## src/hdl/masc_pkg.sv

```systemverilog
// ----------------------------------------------------------------------------
// masc_pkg
// Shared constants for the multi-axis step chase segment generator.
// ----------------------------------------------------------------------------
package masc_pkg;

  // number of axes; fixed by the port list of the top level
  localparam int MASC_AXES = 4;

  // default step position width
  localparam int MASC_POS_BITS = 24;

  // mask applied to every segment's run length (tick count)
  localparam logic [31:0] MASC_RUN_SPLIT = 32'h0fff_ffff;

endpackage

```

## src/hdl/multi_axis_step_chase_segments.sv

```systemverilog
// ----------------------------------------------------------------------------
// multi_axis_step_chase_segments
// Turns a start/target step position pair per axis into run-length motion
// segments (step mask, direction mask, tick count, last flag).
// ----------------------------------------------------------------------------
// Usage:
//   A move request is taken on a rising edge with start high and busy low;
//   start_axisN / target_axisN are sampled at that edge. busy drops at the
//   edge that presents the last segment of the move.
//   Each segment appears on step_mask, dir_mask, tick_count and last for
//   exactly one cycle with strobe high. The receiver cannot stall: it must
//   take every strobed segment. last marks the final segment of a move.
//   A move with no motion yields one segment: masks 0, tick_count 1, last 1.
// Operation:
//   One shared subtractor does all arithmetic under a small sequencer.
//   Distances come from target - start on every axis, and from start - target
//   on each axis not heading up. A scan compares every axis with the covered
//   mark, and each moving axis beyond the first also with the best so far,
//   then emits; each segment is held for one scan and released by the next,
//   and a final empty scan closes the move. The last segment shows in the
//   first cycle with busy low.
// Reset:
//   rst (synchronous, active high) returns the sequencer to idle, drops
//   strobe and discards any move in progress.
// ----------------------------------------------------------------------------
module multi_axis_step_chase_segments
  import masc_pkg::*;
#(
  parameter int POS_BITS = MASC_POS_BITS
) (
  input  logic                       clk,
  input  logic                       rst,
  input  logic                       start,
  output logic                       busy,
  input  logic signed [POS_BITS-1:0] start_axis0,
  input  logic signed [POS_BITS-1:0] start_axis1,
  input  logic signed [POS_BITS-1:0] start_axis2,
  input  logic signed [POS_BITS-1:0] start_axis3,
  input  logic signed [POS_BITS-1:0] target_axis0,
  input  logic signed [POS_BITS-1:0] target_axis1,
  input  logic signed [POS_BITS-1:0] target_axis2,
  input  logic signed [POS_BITS-1:0] target_axis3,
  output logic                       strobe,
  output logic [MASC_AXES-1:0]       step_mask,
  output logic [MASC_AXES-1:0]       dir_mask,
  output logic [POS_BITS-1:0]        tick_count,
  output logic                       last
);

  localparam int OPW    = POS_BITS + 1;
  localparam int AXIS_W = (MASC_AXES > 1) ? $clog2(MASC_AXES) : 1;
  localparam logic [AXIS_W-1:0]   AXIS_LAST  = AXIS_W'(MASC_AXES - 1);
  localparam logic [POS_BITS-1:0] SPLIT_MASK = MASC_RUN_SPLIT[POS_BITS-1:0];
  localparam logic [POS_BITS-1:0] ONE_TICK   = POS_BITS'(1);

  // sequencer states
  localparam logic [2:0] S_IDLE = 3'd0;
  localparam logic [2:0] S_DIFF = 3'd1;  // target - start
  localparam logic [2:0] S_NEG  = 3'd2;  // start - target
  localparam logic [2:0] S_CMPD = 3'd3;  // dist > done ?
  localparam logic [2:0] S_CMPB = 3'd4;  // dist < best ?
  localparam logic [2:0] S_EMIT = 3'd5;  // best - done, present segment

  logic [2:0]          state;
  logic [AXIS_W-1:0]   axis;
  logic [POS_BITS-1:0] start_q  [MASC_AXES];
  logic [POS_BITS-1:0] target_q [MASC_AXES];
  logic [POS_BITS-1:0] dist_q   [MASC_AXES];
  logic [MASC_AXES-1:0] dirs;
  logic [MASC_AXES-1:0] mask_acc;
  logic [POS_BITS-1:0] done_pos;
  logic [POS_BITS-1:0] best;
  logic                found;
  logic                pend_valid;
  logic [MASC_AXES-1:0] pend_mask;
  logic [POS_BITS-1:0] pend_tick;

  // shared subtractor
  logic [OPW-1:0] op_a;
  logic [OPW-1:0] op_b;
  logic [OPW-1:0] diff;
  logic           neg;
  logic           zero;

  logic [POS_BITS-1:0] cur_start;
  logic [POS_BITS-1:0] cur_target;
  logic [POS_BITS-1:0] cur_dist;
  logic [POS_BITS-1:0] run_len;

  assign cur_start  = start_q[axis];
  assign cur_target = target_q[axis];
  assign cur_dist   = dist_q[axis];

  // operand select for the shared unit
  always_comb begin
    op_a = '0;
    op_b = '0;
    unique case (state)
      S_DIFF: begin
        op_a = {cur_target[POS_BITS-1], cur_target};
        op_b = {cur_start[POS_BITS-1], cur_start};
      end
      S_NEG: begin
        op_a = {cur_start[POS_BITS-1], cur_start};
        op_b = {cur_target[POS_BITS-1], cur_target};
      end
      S_CMPD: begin
        op_a = {1'b0, done_pos};
        op_b = {1'b0, cur_dist};
      end
      S_CMPB: begin
        op_a = {1'b0, cur_dist};
        op_b = {1'b0, best};
      end
      S_EMIT: begin
        op_a = {1'b0, best};
        op_b = {1'b0, done_pos};
      end
      default: begin
        op_a = '0;
        op_b = '0;
      end
    endcase
  end

  assign diff    = op_a - op_b;
  assign neg     = diff[OPW-1];
  assign zero    = (diff == '0);
  assign run_len = diff[POS_BITS-1:0] & SPLIT_MASK;

  assign busy = (state != S_IDLE);

  // control
  always_ff @(posedge clk) begin
    if (rst) begin
      state      <= S_IDLE;
      axis       <= '0;
      found      <= 1'b0;
      pend_valid <= 1'b0;
      strobe     <= 1'b0;
    end else begin
      strobe <= 1'b0;
      unique case (state)
        S_IDLE: begin
          if (start) begin
            axis  <= '0;
            state <= S_DIFF;
          end
        end
        S_DIFF: begin
          if (!neg && !zero) begin
            if (axis == AXIS_LAST) begin
              axis       <= '0;
              found      <= 1'b0;
              pend_valid <= 1'b0;
              state      <= S_CMPD;
            end else begin
              axis <= axis + 1'b1;
            end
          end else begin
            state <= S_NEG;
          end
        end
        S_NEG: begin
          if (axis == AXIS_LAST) begin
            axis       <= '0;
            found      <= 1'b0;
            pend_valid <= 1'b0;
            state      <= S_CMPD;
          end else begin
            axis  <= axis + 1'b1;
            state <= S_DIFF;
          end
        end
        S_CMPD: begin
          // neg means the axis is still moving past the current mark
          if (neg && found) begin
            state <= S_CMPB;
          end else begin
            if (neg) begin
              found <= 1'b1;
            end
            if (axis == AXIS_LAST) begin
              state <= S_EMIT;
            end else begin
              axis <= axis + 1'b1;
            end
          end
        end
        S_CMPB: begin
          if (axis == AXIS_LAST) begin
            state <= S_EMIT;
          end else begin
            axis  <= axis + 1'b1;
            state <= S_CMPD;
          end
        end
        S_EMIT: begin
          if (found) begin
            // a further segment exists: release the held one (if any), hold the new
            strobe     <= pend_valid;
            pend_valid <= 1'b1;
            found      <= 1'b0;
            axis       <= '0;
            state      <= S_CMPD;
          end else begin
            // scan came up empty: the held segment (if any) is the last
            strobe <= 1'b1;
            state  <= S_IDLE;
          end
        end
        default: begin
          state <= S_IDLE;
        end
      endcase
    end
  end

  // datapath
  always_ff @(posedge clk) begin
    unique case (state)
      S_IDLE: begin
        if (start) begin
          start_q[0]  <= start_axis0;
          start_q[1]  <= start_axis1;
          start_q[2]  <= start_axis2;
          start_q[3]  <= start_axis3;
          target_q[0] <= target_axis0;
          target_q[1] <= target_axis1;
          target_q[2] <= target_axis2;
          target_q[3] <= target_axis3;
          dirs        <= '0;
        end
      end
      S_DIFF: begin
        if (!neg && !zero) begin
          dist_q[axis] <= diff[POS_BITS-1:0];
          dirs[axis]   <= 1'b1;
        end
        done_pos <= '0;
        mask_acc <= '0;
      end
      S_NEG: begin
        dist_q[axis] <= diff[POS_BITS-1:0];
        done_pos     <= '0;
        mask_acc     <= '0;
      end
      S_CMPD: begin
        if (neg) begin
          mask_acc[axis] <= 1'b1;
          if (!found) begin
            best <= cur_dist;
          end
        end
      end
      S_CMPB: begin
        if (neg) begin
          best <= cur_dist;
        end
      end
      S_EMIT: begin
        if (found) begin
          step_mask  <= pend_mask;
          dir_mask   <= dirs;
          tick_count <= pend_tick;
          last       <= 1'b0;
          pend_mask  <= mask_acc;
          pend_tick  <= run_len;
          done_pos   <= best;
          mask_acc   <= '0;
        end else if (pend_valid) begin
          step_mask  <= pend_mask;
          dir_mask   <= dirs;
          tick_count <= pend_tick;
          last       <= 1'b1;
        end else begin
          step_mask  <= '0;
          dir_mask   <= '0;
          tick_count <= ONE_TICK;
          last       <= 1'b1;
        end
      end
      default: begin
      end
    endcase
  end

endmodule

```

## config.mk

```make
export PLATFORM = sky130hd
export DESIGN_NAME = multi_axis_step_chase_segments
export DESIGN_NICKNAME = d
export VERILOG_FILES = /design/src/hdl/masc_pkg.sv /design/src/hdl/multi_axis_step_chase_segments.sv
export SDC_FILE = /design/constraint.sdc
export NUM_CORES = 1
export LEC_CHECK = 0
export BUFFER_PORTS_ARGS = -buffer_cell sky130_fd_sc_hd__buf_2
export CORE_AREA = 2 2 188 209
export DETAILED_ROUTE_END_ITERATION = 10
export DIE_AREA = 0 0 190 211
export PLACE_DENSITY = 0.66
export SLEW_MARGIN = 10
export SYNTH_ARGS = -nofsm -noshare
export SYNTH_HDL_FRONTEND = slang
export SYNTH_SLANG_ARGS = --single-unit
```

## constraint.sdc

```tcl
create_clock -name clk -period 10.3 [get_ports clk]
set_input_delay 0.515 -clock clk [delete_from_list [all_inputs] [get_ports clk]]
set_output_delay 0.515 -clock clk [all_outputs]
set_load 0.05 [all_outputs]
```

==> results of run 1 <==
==> cell usage in the layout, fill, tap and decap left out, types with 9 or more instances in the layout <==
cell type / n
a21o_1: 9
a21oi_1: 66
a221o_1: 19
a22oi_1: 40
and2_1: 45
buf_2: 229
buf_4: 22
clkbuf_1: 11
clkbuf_16: 45
edfxtp_1: 405
ha_1: 29
inv_1: 17
mux2i_1: 20
mux4_2: 72
nand2_1: 91
nand2b_1: 9
nor2_1: 53
nor2b_1: 35
nor3_1: 14
o21ai_0: 65
o221ai_1: 16
==> worst reg2reg max path, stage by stage, from the launching register on <==
cell	delay, ns
dfxtp_4	0.69
buf_4	0.59
mux4_2	0.58
and2_1	0.19
a21oi_1	0.12
o21ai_0	0.15
ha_1	0.34
nor2b_1	0.30
o2111ai_1	0.29
a2111oi_2	0.59
nor3_1	0.12
a311oi_1	0.68
or3_1	0.24
nor4_2	0.06
a21oi_2	0.36
a22o_1	0.23
and2_1	0.91
==> metal layers <==
metal	vias up	global-route usage (%)
met5	-	0
met4	0	7.43
met3	79	4.60
met2	593	33.5
met1	5656	31.2
li1	5294	-
==> state kept, by name, indices dropped and copies added, names as in the netlist, 24 cells and up, named ones only <==
| name | flops |
|---|---|
| tick_count | 24 |
| start_q | 96 |
| dist_q | 96 |
| target_q | 96 |
| done_pos | 24 |
| best | 24 |
| pend_tick | 24 |
==> worst min path at each step <==
stage                               end  cells after the start      startpoint
after floorplan            pend_mask[0]                      0     mask_acc[0]
after global placement     pend_mask[2]                      0     mask_acc[2]
after detailed placement   pend_mask[0]                      0     mask_acc[0]
after CTS                 start_q[0][0]                      1  start_axis0[0]
after global routing      start_q[1][7]                      1  start_axis1[7]
final                     start_q[0][0]                      1  start_axis0[0]
==> cell type report <==
| class | count | area, sq um | area share [%] |
|---|---|---|---|
| clock buffers | 57 | 1180 | 5.52 |
| clock inverters | 16 | 88.8 | 0.415 |
| inverters | 19 | 71.3 | 0.333 |
| multi-input cells | 712 | 5760 | 26.9 |
| flip-flops and latches | 415 | 12400 | 57.8 |
| well taps | 500 | 626 | 2.92 |
| repair buffers | 251 | 1310 | 6.13 |
==> through the flow <==
stage	instance area, sq um	cells	hold slack [ns]
3_5_place_dp	20100	1897	0.450
3_3_place_gp	20100	1897	0.442
5_1_grt	21400	1970	0.129
4_1_cts	21400	1970	0.126
2_1_floorplan	18400	1221	0.427
6_report	21400	1970	0.143
==> cells by family (layout without fill, tap and decap cells) <==
| group | after synthesis | after routing | synth area share, % |
|---|---|---|---|
| compound gates | 287 | 287 | 10.6 |
| xor+xnor | 8 | 8 | 0.380 |
| fa+ha+maj | 30 | 30 | 2.08 |
| buf+inv | 94 | 343 | 1.94 |
| flops | 415 | 415 | 67.1 |
| mux | 93 | 93 | 9.94 |
| simple gates | 294 | 294 | 7.99 |
==> where the power goes <==
| part | internal [uW] | total (uW) | switching (uW) |
|---|---|---|---|
| Combinational | 1110 | 3340 | 2230 |
| Sequential | 2660 | 2790 | 126 |
| Clock | 804 | 1410 | 604 |
| Total | 4580 | 7540 | 2960 |
==> Yosys cell counts (18+ instances only) <==
cell type    n  area (sq um)
edfxtp_1   405         12200
nand2_1     91           342
mux4_2      72          1620
clkbuf_1    67           251
a21oi_1     66           330
o21ai_0     66           330
nor2_1      56           210
and2_1      45           282
a22oi_1     40           300
nor2b_1     36           225
ha_1        29           363
mux2i_1     20           200
a221o_1     19           190
inv_1       18          67.6
==> results.toml, run 1 <==
[detailed_routing]
detailedRoute.firstPassIterationCount = 8
via_per_inst = 5.90
wl_met3_mm = 3.85
antenna_left = 0
drc_errors = 0
routed_wl_mm = 42.9
dr_wl_met2_mm = 19.7
via_count = 11600
wl_per_cell_um = 21.8
drt-initial-drc-count = 1285
top_layer = "met4"
wl_met1_mm = 18.1

[logic_synthesis]
synth_cells = 1221
syn_nets = 1446
syn_area_sq_um = 18400
syn_area_per_cell_sq_um = 15.1
synth_edf_count = 405
synthArstFlopShare_pct = 0
yosys_warnings = 0
ys_types = 65
synth.ff_latch_count = 415
ys_seq_area_share_pct = 67.1
ys.flop_type = "edfxtp_1"

[worst_setup_path]
startpoint_type = "register"
endpoint = "dist_q[2][6]"
cp_slowest_cell = "and2_1"
reg2reg_to = "dist_q[2][6]"
worst-path-max-fanout = 29
critPathBufInv = 1
cp_common_cell = "and2_1"
worstRegToRegCells = 16
crit_arrival_ns = 6.98
r2r_slack_ns = 3.47
required_ns = 10.44
setup.worst_path.end_class = "register"
crit_family = "compound AO/OA/AOI/OAI gates"
crit_chain = "buf_4, mux4_2, and2_1, a21oi_1, o21ai_0, ha_1, nor2b_1, o2111ai_1, a2111oi_2, nor3_1, a311oi_1, or3_1, nor4_2, a21oi_2, a22o_1, and2_1"
crit_type = "register to register"
slowest_delay_ns = 0.91
path_depth = 16

[final_layout]
n_antenna_cell = 0
final_nets = 1666
final_core_util_pct = 56.6
drive_gt1_share_pct = 27.3
fillers = 3055
syn_to_final_growth_pct = 16.1

[sta]
hold_viol_final = 0
setup_viol = 0
tns_ns = 0
fmax_mhz = 146
fin_crit_sh_pct = 66.4
period_minus_slack_ns = 6.83
setup_ws_ns = 3.47
slew_headroom_pct = 22.7
skew_ns = 0.0181
rsz0062_at_grt = "no"
slew_violations = 0
worstMarginPinSlew_ns = 1.16

[global_route]
grt_max_degree = 91
first_global_vias = 11700
grt_pass1_wl_mm = 66.7
grt_overflow = 0
grt_util_all_layers_pct = 21.8
antenna_found_initial = 0

[floorplan]
fp.dieH_um = 211
start_util_pct = 48.8
chipWidth_um = 190
coreArea_sq_um = 37800
pin_count = 230
rows = 75
dieArea_sq_um = 40100

[place]
dp_hpwl_mm = 29.7
portBuffers = 229
pre_cts_slack_ns = 3.39
gp_congestion = 0.920

[clock_network]
cts_tree = "yes"
clk_latency_ns = 0.54
cts_buffers = 42
cts_max_path_buffers = 3
cts.clk_slew.worst_paths_ns = 0.07
ctsHoldBuffers = 0
cts_setup_buffers = 0
htree_num_levels = 2
root_buffer = "clkbuf_16"
clock-sinks = 415
cts_resized = 0

[pwr]
p_leak_uw = 0.00754
p_per_area_nw_per_um2 = 352
finalPower_uw = 7540
vdd_ir_drop_max_mv = 0.189

[worst_hold_path]
hold_path.class = "primary input to register"

[outcome]
status = "finished, final reports clean"

[job]
max-cap-violations = 0
(Power assumes the default switching activity.)
==> inputs of run 2 (changes only) <==
clock period = 7 ns   (was 10.3 ns; I/O delays follow)
==> results.toml, run 2 (synthesis gave the netlist of run 1 again) <==
[outcome]
status = "finished, final reports clean"

[worst_setup_path]
crit_type = "register to register"
cp_slowest_cell = "dfxtp_4"
slowest_delay_ns = 0.72
setup.worst_path.end_class = "register"
startpoint_type = "register"
worst-path-max-fanout = 26
crit_chain = "mux4_2, nand2_1, a21oi_1, a21oi_1, a21oi_1, ha_1, fa_1, and2b_1, o2111ai_1, a211oi_1, a31oi_1, and3_1, nand4b_1, nor4_2, a21oi_2, a22o_1, and2_1, buf_4"
critPathBufInv = 1
crit_arrival_ns = 6.12
cp_common_cell = "a21oi_1"
crit_family = "compound AO/OA/AOI/OAI gates"
required_ns = 7.26

[detailed_routing]
routed_wl_mm = 47.8
drt-initial-drc-count = 1256
antenna_left = 0
via_count = 12500
detailedRoute.firstPassIterationCount = 6
wl_per_cell_um = 22.0
drc_errors = 0
via_per_inst = 5.76

[floorplan]
start_util_pct = 48.8
dieArea_sq_um = 40100
fp.dieH_um = 211
pin_count = 230
rows = 75
coreArea_sq_um = 37800
chipWidth_um = 190

[sta]
setup_ws_ns = 1.14
hold_viol_final = 0
rsz0062_at_grt = "no"
skew_ns = 0.0177
fmax_mhz = 171
period_minus_slack_ns = 5.86
setup_viol = 0
worstMarginPinSlew_ns = 1.04
tns_ns = 0
slew_violations = 0
fin_crit_sh_pct = 83.7
slew_headroom_pct = 30.5

[clock_network]
cts_tree = "yes"
cts_max_path_buffers = 3
htree_num_levels = 2
cts_setup_buffers = 0
root_buffer = "clkbuf_16"
cts.clk_slew.worst_paths_ns = 0.06
ctsHoldBuffers = 192
cts_resized = 0
cts_buffers = 43
clock-sinks = 415
clk_latency_ns = 0.55

[place]
gp_congestion = 0.940
dp_hpwl_mm = 30.4
place_area_sq_um = 20300
portBuffers = 229
place.detailed.instances = 1907
pre_cts_slack_ns = 1.16

[global_route]
antenna_found_initial = 1
grt_pass1_wl_mm = 73.5
first_global_vias = 12900
grt_max_degree = 127
grt_overflow = 0
grt_util_all_layers_pct = 24.3

[pwr]
p_leak_uw = 0.00843
p_per_area_nw_per_um2 = 485
vdd_ir_drop_max_mv = 0.279

[final_layout]
syn_to_final_growth_pct = 27.6
finalInstanceArea_sq_um = 23500
final_common_cell = "edfxtp_1"
fin_cells = 2175
reg_top3 = "dist_q: 96 flops, start_q: 96 flops, target_q: 96 flops"
mostFrequentLayoutCells = "405 x edfxtp_1, 229 x buf_2, 192 x dlygate4sd3_1"
final_nets = 1869
drive_gt1_share_pct = 24.6

[job]
max-cap-violations = 0

[worst_hold_path]
hold_path.class = "primary input to register"
==> run 2: layout make-up <==
class / instances / area (sq um)
antenna: 1 / 2.50
clock buffer: 53 / 1160
clock inverter: 22 / 194
fill: 2794 / 14300
inverter: 19 / 71.3
multi-input combinational: 712 / 5750
sequential: 415 / 12400
tap: 500 / 626
timing repair buffer: 453 / 3360
==> run 2: layer usage <==
layer  share of wire, %  track usage [%]  vias to the layer above
met4                2.8             8.15                        0
met3                7.7             4.42                       79
li1                   -                -                     5700
met2                 48             39.4                      592
met5                  0                0                        -
met1                 41             33.6                     6151
==> run 2: per-stage QoR <==
stage                     hold WS [ns]  utilization, %  total power, uW
after detailed placement         0.442            53.6             9110
final                            0.125            62.2            11400
after floorplan                  0.427               -             7400
after CTS                        0.109            62.2            11400
after global placement           0.439            53.6             9060
after global routing             0.118            62.2            12100
==> run 2: final timing paths <==
| check | start | to | slack, ns | cells after the start |
|---|---|---|---|---|
| min | rst | state[1] | 0.12 | 2 |
| min reg2reg | mask_acc[1] | pend_mask[1] | 0.45 | 0 |
| max reg2reg | register | dist_q[0][8] | 1.14 | 18 |
| max | register | dist_q[0][8] | 1.14 | 18 |
==> run 2: power by group <==
part	leakage [uW]	total [uW]	switching, uW	internal [uW]
Sequential	0.00389	4140	222	3910
Combinational	0.00388	5080	3270	1800
Clock	0.000654	2200	915	1280
Total	0.00843	11400	4410	7000
